## src/rtl/dmac_pkg.sv

```systemverilog
package dmac_pkg;

  localparam int ADDR_WIDTH_DEF  = 16;
  localparam int QUEUE_DEPTH_DEF = 2;

  localparam int BUS_AW    = 16;
  localparam int IN_DATA_W = 24;
  localparam int IN_USER_W = 2;
  localparam int OUT_DATA_W = 48;

  localparam logic [BUS_AW-1:0] A_GLOBAL = 16'h5070;
  localparam logic [BUS_AW-1:0] A_CTRL   = 16'h5093;
  localparam logic [BUS_AW-1:0] A_STATUS = 16'h5094;
  localparam logic [BUS_AW-1:0] A_COUNT  = 16'h5095;
  localparam logic [BUS_AW-1:0] A_DST_HI = 16'h5096;
  localparam logic [BUS_AW-1:0] A_DST_LO = 16'h5097;
  localparam logic [BUS_AW-1:0] A_SRC_HI = 16'h5099;
  localparam logic [BUS_AW-1:0] A_SRC_LO = 16'h509A;

  localparam logic [7:0] GLOBAL_RESET = 8'hFC;
  localparam logic [7:0] GLOBAL_WMASK = 8'hFD;
  localparam logic [7:0] STATUS_WMASK = 8'h38;

  localparam int CTRL_EN_BIT     = 0;
  localparam int CTRL_DST_UP_BIT = 5;
  localparam int CTRL_MEM_BIT    = 6;
  localparam int STAT_DONE_BIT   = 1;
  localparam int STAT_HALF_BIT   = 2;
  localparam int STAT_BUSY_BIT   = 7;

  typedef enum logic [1:0] {
    MODE_READ  = 2'd0,
    MODE_WRITE = 2'd1,
    MODE_TICK  = 2'd2,
    MODE_NONE  = 2'd3
  } mode_t;

  typedef enum logic [3:0] {
    CMD_RD_GLOBAL = 4'd0,
    CMD_RD_CTRL   = 4'd1,
    CMD_RD_STATUS = 4'd2,
    CMD_WR_GLOBAL = 4'd3,
    CMD_WR_CTRL   = 4'd4,
    CMD_WR_STATUS = 4'd5,
    CMD_WR_COUNT  = 4'd6,
    CMD_WR_DST_HI = 4'd7,
    CMD_WR_DST_LO = 4'd8,
    CMD_WR_SRC_HI = 4'd9,
    CMD_WR_SRC_LO = 4'd10,
    CMD_TICK      = 4'd11,
    CMD_ERROR     = 4'd12,
    CMD_NOP       = 4'd13
  } cmd_t;

  typedef struct packed {
    cmd_t       cmd;
    logic [7:0] data;
  } req_t;

  typedef struct packed {
    logic [4:0]  pad;
    logic        transfer_done;
    logic [15:0] copy_destination;
    logic [15:0] copy_source;
    logic        copy_valid;
    logic        access_error;
    logic [7:0]  read_data;
  } res_t;

endpackage

```

## src/rtl/dma_channel_memory_copy.sv

```systemverilog
// DMA channel register bank with a byte-paced memory-to-memory copy engine.
// Each request is a bus read, a bus write or a tick, and gives exactly one
// response. One request is accepted every cycle while the response side keeps
// up; a request passes through the two-entry request queue and then the
// response register before its response appears. The decoder in front fills
// the queue, the register bank behind it executes one request per cycle while
// the response side keeps up, so throughput is set by that single execute
// stage. When the response side stalls, the queue absorbs up to two more
// requests before in_tready drops.
module dma_channel_memory_copy #(
  parameter int ADDR_WIDTH  = dmac_pkg::ADDR_WIDTH_DEF,
  parameter int QUEUE_DEPTH = dmac_pkg::QUEUE_DEPTH_DEF
) (
  input  logic                            clk,
  input  logic                            rst_n,
  input  logic                            in_tvalid,
  output logic                            in_tready,
  // address[15:0], write_data[23:16]
  input  logic [dmac_pkg::IN_DATA_W-1:0]  in_tdata,
  // mode[1:0]
  input  logic [dmac_pkg::IN_USER_W-1:0]  in_tuser,
  output logic                            out_tvalid,
  input  logic                            out_tready,
  // read_data[7:0], access_error[8], copy_valid[9], copy_source[25:10],
  // copy_destination[41:26], transfer_done[42], zero[47:43]
  output logic [dmac_pkg::OUT_DATA_W-1:0] out_tdata
);
  import dmac_pkg::*;

  logic q_full;
  logic q_push;
  logic q_pop;
  logic q_valid;
  req_t q_in;
  req_t q_out;

  dmac_front u_front (
    .in_tvalid (in_tvalid),
    .in_tready (in_tready),
    .in_tdata  (in_tdata),
    .in_tuser  (in_tuser),
    .q_full    (q_full),
    .q_push    (q_push),
    .q_req     (q_in)
  );

  dmac_fifo #(
    .Width ($bits(req_t)),
    .Depth (QUEUE_DEPTH)
  ) u_queue (
    .clk       (clk),
    .rst_n     (rst_n),
    .push      (q_push),
    .push_data (q_in),
    .full      (q_full),
    .pop       (q_pop),
    .valid     (q_valid),
    .pop_data  (q_out)
  );

  dmac_back #(
    .ADDR_WIDTH (ADDR_WIDTH)
  ) u_back (
    .clk        (clk),
    .rst_n      (rst_n),
    .q_valid    (q_valid),
    .q_req      (q_out),
    .q_pop      (q_pop),
    .out_tvalid (out_tvalid),
    .out_tready (out_tready),
    .out_tdata  (out_tdata)
  );

endmodule

```

## src/rtl/dmac_fifo.sv

```systemverilog
module dmac_fifo #(
  parameter int Width = 8,
  parameter int Depth = 2
) (
  input  logic             clk,
  input  logic             rst_n,
  input  logic             push,
  input  logic [Width-1:0] push_data,
  output logic             full,
  input  logic             pop,
  output logic             valid,
  output logic [Width-1:0] pop_data
);

  localparam int PW = (Depth > 1) ? $clog2(Depth) : 1;
  localparam int CW = $clog2(Depth + 1);

  logic [Width-1:0] mem_r [Depth];
  logic [PW-1:0]    wr_ptr_r, wr_ptr_nxt;
  logic [PW-1:0]    rd_ptr_r, rd_ptr_nxt;
  logic [CW-1:0]    count_r, count_nxt;

  assign full     = (count_r == CW'(Depth));
  assign valid    = (count_r != '0);
  assign pop_data = mem_r[rd_ptr_r];

  always_comb begin
    wr_ptr_nxt = wr_ptr_r;
    rd_ptr_nxt = rd_ptr_r;
    count_nxt  = count_r;
    if (push) begin
      wr_ptr_nxt = (wr_ptr_r == PW'(Depth - 1)) ? '0 : wr_ptr_r + 1'b1;
    end
    if (pop) begin
      rd_ptr_nxt = (rd_ptr_r == PW'(Depth - 1)) ? '0 : rd_ptr_r + 1'b1;
    end
    if (push && !pop) begin
      count_nxt = count_r + 1'b1;
    end else if (pop && !push) begin
      count_nxt = count_r - 1'b1;
    end
  end

  always_ff @(posedge clk) begin
    if (!rst_n) begin
      wr_ptr_r <= '0;
      rd_ptr_r <= '0;
      count_r  <= '0;
    end else begin
      wr_ptr_r <= wr_ptr_nxt;
      rd_ptr_r <= rd_ptr_nxt;
      count_r  <= count_nxt;
    end
  end

  always_ff @(posedge clk) begin
    if (push) begin
      mem_r[wr_ptr_r] <= push_data;
    end
  end

endmodule

```

## src/rtl/dmac_front.sv

```systemverilog
module dmac_front (
  input  logic                          in_tvalid,
  output logic                          in_tready,
  input  logic [dmac_pkg::IN_DATA_W-1:0] in_tdata,
  input  logic [dmac_pkg::IN_USER_W-1:0] in_tuser,
  input  logic                          q_full,
  output logic                          q_push,
  output dmac_pkg::req_t                q_req
);
  import dmac_pkg::*;

  logic [BUS_AW-1:0] addr;
  logic [7:0]        wdata;
  mode_t             mode;
  cmd_t              cmd;

  assign addr  = in_tdata[BUS_AW-1:0];
  assign wdata = in_tdata[BUS_AW+7:BUS_AW];
  assign mode  = mode_t'(in_tuser);

  always_comb begin
    cmd = CMD_NOP;
    unique case (mode)
      MODE_READ: begin
        cmd = CMD_ERROR;
        if (addr == A_GLOBAL) cmd = CMD_RD_GLOBAL;
        if (addr == A_CTRL)   cmd = CMD_RD_CTRL;
        if (addr == A_STATUS) cmd = CMD_RD_STATUS;
      end
      MODE_WRITE: begin
        cmd = CMD_ERROR;
        if (addr == A_GLOBAL) cmd = CMD_WR_GLOBAL;
        if (addr == A_CTRL)   cmd = CMD_WR_CTRL;
        if (addr == A_STATUS) cmd = CMD_WR_STATUS;
        if (addr == A_COUNT)  cmd = CMD_WR_COUNT;
        if (addr == A_DST_HI) cmd = CMD_WR_DST_HI;
        if (addr == A_DST_LO) cmd = CMD_WR_DST_LO;
        if (addr == A_SRC_HI) cmd = CMD_WR_SRC_HI;
        if (addr == A_SRC_LO) cmd = CMD_WR_SRC_LO;
      end
      MODE_TICK: cmd = CMD_TICK;
      MODE_NONE: cmd = CMD_NOP;
      default:   cmd = CMD_NOP;
    endcase
  end

  assign in_tready  = !q_full;
  assign q_push     = in_tvalid && !q_full;
  assign q_req.cmd  = cmd;
  assign q_req.data = wdata;

endmodule

```

## src/rtl/dmac_back.sv

```systemverilog
module dmac_back #(
  parameter int ADDR_WIDTH = dmac_pkg::ADDR_WIDTH_DEF
) (
  input  logic                           clk,
  input  logic                           rst_n,
  input  logic                           q_valid,
  input  dmac_pkg::req_t                 q_req,
  output logic                           q_pop,
  output logic                           out_tvalid,
  input  logic                           out_tready,
  output logic [dmac_pkg::OUT_DATA_W-1:0] out_tdata
);
  import dmac_pkg::*;

  logic [7:0]            glob_r, glob_nxt;
  logic [6:0]            ctrl_r, ctrl_nxt;
  logic [7:0]            stat_r, stat_nxt;
  logic [7:0]            count_r, count_nxt;
  logic [ADDR_WIDTH-1:0] src_r, src_nxt;
  logic [ADDR_WIDTH-1:0] dst_r, dst_nxt;
  logic                  valid_r, valid_nxt;
  res_t                  res_r, res_nxt;
  logic                  fire;
  logic                  active;
  logic [7:0]            d;

  assign fire   = q_valid && (!valid_r || out_tready);
  assign q_pop  = fire;
  assign d      = q_req.data;
  assign active = glob_r[0] && ctrl_r[CTRL_EN_BIT] && ctrl_r[CTRL_MEM_BIT];

  always_comb begin
    glob_nxt  = glob_r;
    ctrl_nxt  = ctrl_r;
    stat_nxt  = stat_r;
    count_nxt = count_r;
    src_nxt   = src_r;
    dst_nxt   = dst_r;
    valid_nxt = valid_r && !out_tready;
    res_nxt   = res_r;
    if (fire) begin
      valid_nxt = 1'b1;
      res_nxt   = '0;
      unique case (q_req.cmd)
        CMD_RD_GLOBAL: res_nxt.read_data = glob_r;
        CMD_RD_CTRL:   res_nxt.read_data = {1'b0, ctrl_r};
        CMD_RD_STATUS: res_nxt.read_data = stat_r;
        CMD_WR_GLOBAL: glob_nxt = (glob_r & ~GLOBAL_WMASK) | (d & GLOBAL_WMASK);
        CMD_WR_CTRL:   ctrl_nxt = d[6:0];
        CMD_WR_STATUS: begin
          stat_nxt = (stat_r & ~STATUS_WMASK) | (d & STATUS_WMASK);
          if (!d[STAT_DONE_BIT]) stat_nxt[STAT_DONE_BIT] = 1'b0;
          if (!d[STAT_HALF_BIT]) stat_nxt[STAT_HALF_BIT] = 1'b0;
        end
        CMD_WR_COUNT:  count_nxt = d;
        CMD_WR_DST_HI: dst_nxt[15:8] = d;
        CMD_WR_DST_LO: dst_nxt[7:0]  = d;
        CMD_WR_SRC_HI: src_nxt[15:8] = d;
        CMD_WR_SRC_LO: src_nxt[7:0]  = d;
        CMD_TICK: begin
          if (active) begin
            if (count_r != 8'd0) begin
              res_nxt.copy_valid       = 1'b1;
              res_nxt.copy_source      = src_r[15:0];
              res_nxt.copy_destination = dst_r[15:0];
              src_nxt   = src_r + 1'b1;
              dst_nxt   = ctrl_r[CTRL_DST_UP_BIT] ? dst_r + 1'b1 : dst_r - 1'b1;
              count_nxt = count_r - 8'd1;
            end else begin
              stat_nxt[STAT_DONE_BIT] = 1'b1;
              stat_nxt[STAT_BUSY_BIT] = 1'b0;
              res_nxt.transfer_done   = 1'b1;
            end
          end
        end
        CMD_ERROR:     res_nxt.access_error = 1'b1;
        CMD_NOP:       res_nxt = '0;
        default:       res_nxt = '0;
      endcase
    end
  end

  always_ff @(posedge clk) begin
    if (!rst_n) begin
      glob_r  <= GLOBAL_RESET;
      ctrl_r  <= '0;
      stat_r  <= '0;
      count_r <= '0;
      src_r   <= '0;
      dst_r   <= '0;
      valid_r <= 1'b0;
    end else begin
      glob_r  <= glob_nxt;
      ctrl_r  <= ctrl_nxt;
      stat_r  <= stat_nxt;
      count_r <= count_nxt;
      src_r   <= src_nxt;
      dst_r   <= dst_nxt;
      valid_r <= valid_nxt;
    end
  end

  always_ff @(posedge clk) begin
    res_r <= res_nxt;
  end

  assign out_tvalid = valid_r;
  assign out_tdata  = res_r;

endmodule

```

## config.mk

```make
export PLATFORM = sky130hd
export DESIGN_NAME = dma_channel_memory_copy
export DESIGN_NICKNAME = d
export VERILOG_FILES = /design/src/rtl/dmac_pkg.sv /design/src/rtl/dma_channel_memory_copy.sv /design/src/rtl/dmac_fifo.sv /design/src/rtl/dmac_front.sv /design/src/rtl/dmac_back.sv
export SDC_FILE = /design/constraint.sdc
export NUM_CORES = 1
export LEC_CHECK = 0
export ABC_CLOCK_PERIOD_IN_PS = 12800
export BUFFER_PORTS_ARGS = -buffer_cell sky130_fd_sc_hd__buf_2
export CAP_MARGIN = 0
export CELL_PAD_IN_SITES_DETAIL_PLACEMENT = 1
export CELL_PAD_IN_SITES_GLOBAL_PLACEMENT = 1
export CORE_MARGIN = 2
export CORE_UTILIZATION = 49
export CTS_CLUSTER_DIAMETER = 100
export DETAILED_ROUTE_END_ITERATION = 7
export GPL_TIMING_DRIVEN = 0
export PLACE_DENSITY = 0.95
export SLEW_MARGIN = 20
export SYNTH_ARGS = -nofsm -noshare
export SYNTH_HDL_FRONTEND = slang
export SYNTH_HIERARCHICAL = 1
export SYNTH_SLANG_ARGS = --single-unit
```

## constraint.sdc

```tcl
create_clock -name clk -period 12.8 [get_ports clk]
set_input_delay 2.56 -clock clk [delete_from_list [all_inputs] [get_ports clk]]
set_output_delay 2.56 -clock clk [all_outputs]
set_load 0.1 [all_outputs]
```

## Yosys cells after proc, flatten, opt, wreduce, memory -nomap -nowiden

Memory sizes are Yosys's and may differ from the RTL's. A register that Yosys moved wholly into a read port is not among the register bits.
Index checks and enable logic that the tools add are counted.

- Bits in writable memories: 24
- Word-level logic and storage cells: 137
- Bits of input ports: 30
- Memories: 1
- Bits in registers: 111

- Eq/ne operators: 27
- Muxes and demuxes: 45
- Bitwise gates (word level): 2
- Add/subtract/negate cells: 8
- Reduce and logical (&&, ||, !) cells: 35

Memory list:

| memory | words | bits a word | read ports | clocked after memory_dff | wr ports | line | text |
|---|---|---|---|---|---|---|---|
| u_queue.mem_r | 2 | 12 | 1 | 1 | 1 | dmac_fifo.sv:18 | `logic [Width-1:0] mem_r [Depth];` |

Operators with widths:

| operator | number |
|---|---|
| 16-bit by 15-bit equality test with 1-bit output, second input constant | 8 |
| 16-bit 2-to-1 mux | 5 |
| 8-bit one-hot mux with 2 select lines | 5 |
| 4-bit 2-to-1 mux | 11 |
| 16-bit by 1-bit adder with 16-bit output, second input constant | 2 |
| 8-bit one-hot mux with 3 select lines | 1 |
| 4-bit AND reduction | 6 |
| 4-bit equality test, second input constant | 5 |
| 4-bit by 3-bit equality test with 1-bit output, second input constant | 4 |
| 1-bit 2-to-1 mux | 16 |
| 8-bit 2-to-1 mux | 2 |
| 4-bit one-hot mux with 4 select lines | 1 |
| 2-bit nonzero test | 8 |
| 16-bit by 1-bit subtractor with 16-bit output, second input constant | 1 |
| 4-bit by 2-bit equality test with 1-bit output, second input constant | 2 |
| 2-bit by 8-bit bitwise OR with 8-bit output | 1 |
| 8-bit by 6-bit bitwise OR with 8-bit output | 1 |
| 2-bit AND reduction | 4 |
| 8-bit nonzero test | 1 |
| 8-bit by 1-bit subtractor with 8-bit output, second input constant | 1 |
| 1-bit logical AND | 7 |
| 2-bit equality test, second input constant | 3 |
| 1-bit zero test | 5 |
| 4-bit by 1-bit equality test with 1-bit output, second input constant | 1 |
| other kinds (12) | 16 |

## Logic depth before layout (Yosys ltp)

- Word-level depth: 10
- Gate-level depth with buffers: 11
- Depth with buffers taken out: 8

## By module

The synthesis kept the hierarchy.

Modules (own cells, without submodules):

| module | times used | cells an instance | area an instance (um2) |
|---|---|---|---|
| dmac_back | 1 | 621 | 5635.4 |
| dmac_fifo | 1 | 59 | 1082.3 |
| dmac_front | 1 | 51 | 370.4 |

## Worst setup path after synthesis

Ideal clock, no wire load.

- Path kind: input to register
- Start point: input port out_tready
- End point: register u_back.glob_r[2]
- Stages: 5
- Setup slack: 6.811 ns
- Required time: 12.671 ns
- Arrival time: 5.859 ns
- Path through: nor2b_1 -> nor2_1 -> nand4_1 -> mux2i_1 -> nand2_1

- Longest elaborated chain between the ends: 3

RTL lines:

| what | line | text |
|---|---|---|
| start: declaration | dma_channel_memory_copy.sv:23 | `input logic out_tready,` |
| 1-bit logical OR | dmac_back.sv:27 | `assign fire = q_valid && (!valid_r \|\| out_tready);` |
| 1-bit logical AND | dmac_back.sv:27 |  |
| named net q_pop | dma_channel_memory_copy.sv:32 | `logic q_pop;` |
| 2-bit AND reduction (no line) | -- |  |
| end signal: assignment | dmac_back.sv:93 | `glob_r <= glob_nxt;` |
| end: declaration | dmac_back.sv:15 | `logic [7:0] glob_r, glob_nxt;` |

The timed path passes the listed nets, and every way through them passes these cells.
A chain may end at the register's enable or synchronous reset.

## Worst setup path in the final report

- Start point: register u_queue.count_r[0]
- End point: output port in_tready

- Longest elaborated chain between the ends: 2

RTL lines:

| what | line | text |
|---|---|---|
| start: declaration | dmac_fifo.sv:21 | `logic [CW-1:0] count_r, count_nxt;` |
| start signal: assignment | dmac_fifo.sv:52 | `count_r <= count_nxt;` |
| 2-bit equality test | dmac_fifo.sv:23 | `assign full = (count_r == CW'(Depth));` |
| named net q_full | dma_channel_memory_copy.sv:30 | `logic q_full;` |
| 1-bit zero test | dmac_front.sv:47 | `assign in_tready = !q_full;` |
| end: declaration | dma_channel_memory_copy.sv:17 | `output logic in_tready,` |

The timed path passes the listed nets, and every way through them passes these cells.

==> out/results.ini <==
[status]
status = complete, no violations

[cts]
cts.sinks = 132
cts-resized-gates = 0
cts_buffer_depth = 2
post_cts_hold_buffer_count = 0
cts_tree = built
clk_pin_slew_ns = 0.06
post-cts-setup-buffer-count = 0
ctsRootBufferMaster = sky130_fd_sc_hd__clkbuf_16
clk_latency_ns = 0.43
number_of_clock_buffers_inserted_by_tritoncts = 17
cts_htree_levels = 4

[timing]
max_slew_margin = 0.477
worstMarginPinSlew_ns = 0.785
highest_clock_frequency_the_design_can_meet_mhz = 244
slew_viol_final = 0
final_setup_violating_endpoints = 0
hold_viol = 0
layout_min_cycle_time_ns = 4.10
layout_worst_path_cycle_share = 0.320
grt_setup_unrepaired = false
finalSetupTns_ns = 0
fin_skew_ns = 0.00941

[synth]
synth.top_cells.by_count = sky130_fd_sc_hd__nor2_1 (72), sky130_fd_sc_hd__edfxtp_1 (67), sky130_fd_sc_hd__dfxtp_1 (65), sky130_fd_sc_hd__nand2_1 (59), sky130_fd_sc_hd__a21oi_1 (56)
synth.most_common_cell = sky130_fd_sc_hd__nor2_1
synth_top_flop_cell = sky130_fd_sc_hd__edfxtp_1
yosys_register_bits = 132
yosys-top-cells-area = sky130_fd_sc_hd__edfxtp_1 (28%), sky130_fd_sc_hd__dfxtp_1 (18%), sky130_fd_sc_hd__a21oi_1 (4.0%), sky130_fd_sc_hd__nor2_1 (3.8%), sky130_fd_sc_hd__ha_1 (3.2%)
post_synth.cell_area_avg_um2 = 9.70
synth_top_area_frac = 0.284
syn-instance-count = 731
synth-warning-count = 6
number_of_enable_type_register_cells_in_the_synthesized_netlist = 67
synth_area_leader_cell = sky130_fd_sc_hd__edfxtp_1
count_of_distinct_cell_types_in_the_synthesized_netlist = 86
yosysSeqAreaShare = 0.467
synth_async_sr_flop_share = 0
syn_area_um2 = 7090

[die]
placement_rows = 43
io-pin-count = 80
floorplan.initialDensity = 0.507
die_w_um = 124
floorplan.die_area_um2 = 15400
placeableCoreArea_um2 = 14000
dieHeight_um = 124

[final_layout]
syn2layout_area_growth_pct = 17.4
drive_gt1_frac = 0.218
inserted_diodes = 0
fin_nets = 869

[pwr]
leakage_nw = 3.34
pwr-share-comb = 0.464
sequentialPowerShare = 0.281
switching_power_as_a_share_of_total_power = 0.485
share_clk_of_total_power = 0.255
p_sw_w = 0.00101
power_per_cell_area_nw_per_um2 = 251
ir_worst_vdd_uv = 105
totalPowerFinal_w = 0.00208
internal_power_of_the_cells_w = 0.00107

[hold_path]
min_path_type = reg2reg

[critical_path]
cp_data_arrival_time_ns = 1.54
crit_path_top_delay_cell = sky130_fd_sc_hd__buf_2
cell_breakdown_of_the_critical_path = and2b_2 > inv_1 > buf_2
timing.critical_path.max_delay_family = buffers and inverters
largest_stage_delay_on_the_critical_path_ns = 0.41
cp.depth = 3
startpoint_type = flop
worstSetupEndpoint = in_tready
setup.worst_path.class = reg2out
worst_r2r_endpoint = u_back/dst_r[15]
worstPathMaxFanout = 4
critical_path_required_ns = 10.24
r2r_setup_slack_ns = 9.56
cp-end-kind = primary output
rr_startpoint = u_back/ctrl_r[5]
number_of_buffers_and_inverters_on_the_critical_path = 2
r2r.worst_path.cells = 8
worst_setup_path_startpoint = u_queue/count_r[0]

[detailed_routing]
detail_route.wl_per_cell_um = 24.2
routed_wl_um = 24600
vias = 6655
drt_pre_antenna_iters = 5
route.antenna.remaining_nets = 0
dr_vias_cell = 6.57
remaining_drc_errors = 0
first_iter_violations = 605

[global_route]
grt_start_max_net_pins = 34
grt_overflow_total = 0
antenna_found_initial = 0
global_route.usage.total = 0.316
grt_first_pass_wirelength_um = 38600
grt_pass1_vias = 7235

[place]
port_buffers = 65
detailed_placer_s_ending_hpwl_um = 16300
globalplace.congestion = 0.904

[run]
max_cap_violations = 0

==> worst min-delay path, cell delays in order (launching register included) <==
cell and delay [ns]:
sky130_fd_sc_hd__dfxtp_1 0.31, sky130_fd_sc_hd__nand2_1 0.05, sky130_fd_sc_hd__a21oi_1 0.05
==> layer usage <==
layer,share of wire,vias up,global-route usage
met4,0.055,0,0.168
li1,-,2891,-
met3,0.076,118,0.0756
met5,0,-,0
met2,0.49,389,0.549
met1,0.38,3257,0.359
==> final cells by class <==
cell class	count	area, um^2
sequential	132	3310
fill	1560	5670
multi-input combinational	534	3430
buffer	53	310
clock inverter	12	166
tap	180	225
timing repair buffer	66	345
inverter	16	60.1
clock buffer	20	468
==> how the worst min path moves through the flow <==
stage                     start                to  depth (start not counted)
2_1_floorplan  u_back/stat_r[2]  u_back/stat_r[2]                          1
3_3_place_gp   u_back/stat_r[2]  u_back/stat_r[2]                          1
3_5_place_dp   u_back/stat_r[2]  u_back/stat_r[2]                          1
4_1_cts        u_back/ctrl_r[4]  u_back/ctrl_r[4]                          2
5_1_grt        u_back/ctrl_r[4]  u_back/ctrl_r[4]                          2
6_report       u_back/ctrl_r[4]  u_back/ctrl_r[4]                          2
==> logic make-up after synthesis <==
logic type,after synthesis,synth area share
and+or+nand+nor,280,0.208
xor gates and xnor gates,8,0.00989
DFF,132,0.467
adders and majority gates,20,0.0362
AOI/OAI and AO/OA,194,0.185
muxes,27,0.0402
buffers and inverters,69,0.0522
other,1,0.000529
==> registers in the layout, indices dropped and copies added, names as in the netlist, 2 cells and up, named ones only <==
name / flops
u_back/out_tdata: 43
u_queue/mem_r: 24
u_back/dst_r: 16
u_back/src_r: 16
u_back/count_r: 8
u_back/ctrl_r: 7
u_back/glob_r: 7
u_back/stat_r: 5
u_queue/count_r: 2
==> cell usage in the layout, fill, tap and decap left out, types with 18 or more instances in the layout <==
master and instances:
sky130_fd_sc_hd__edfxtp_1 67, sky130_fd_sc_hd__clkbuf_16 18, sky130_fd_sc_hd__ha_1 18, sky130_fd_sc_hd__o21ai_0 41, sky130_fd_sc_hd__nor2_1 71, sky130_fd_sc_hd__dfxtp_1 65, sky130_fd_sc_hd__nand2_1 59, sky130_fd_sc_hd__nand3_1 27
sky130_fd_sc_hd__a21oi_1 56, sky130_fd_sc_hd__buf_2 78, sky130_fd_sc_hd__and3_1 34
==> power by group through the flow <==
| stage | Clock (W) | Sequential, W | Combinational, W |
|---|---|---|---|
| final | 0.000531 | 0.000586 | 0.000968 |
| after global placement | 0 | 0.000590 | 0.000899 |
| after floorplan | 0 | 0.00101 | 0.000326 |
| after detailed placement | 0 | 0.000592 | 0.000937 |
| after CTS | 0.000534 | 0.000587 | 0.000954 |
| after global routing | 0.000550 | 0.000594 | 0.000996 |
==> stage by stage <==
| step | area [um^2] | hold slack (ns) | util | instances | setup WS, ns |
|---|---|---|---|---|---|
| 6_report | 8320 | 0.463 | 0.595 | 1013 | 8.70 |
| 3_5_place_dp | 7680 | 0.453 | 0.549 | 981 | 8.41 |
| 3_3_place_gp | 7650 | 0.438 | 0.547 | 980 | 5.56 |
| 5_1_grt | 8320 | 0.495 | 0.595 | 1013 | 8.64 |
| 4_1_cts | 8320 | 0.459 | 0.594 | 1013 | 8.69 |
| 2_1_floorplan | 7100 | 0.430 | - | 735 | 6.81 |
Note: power is estimated with default switching activity, not from simulation.
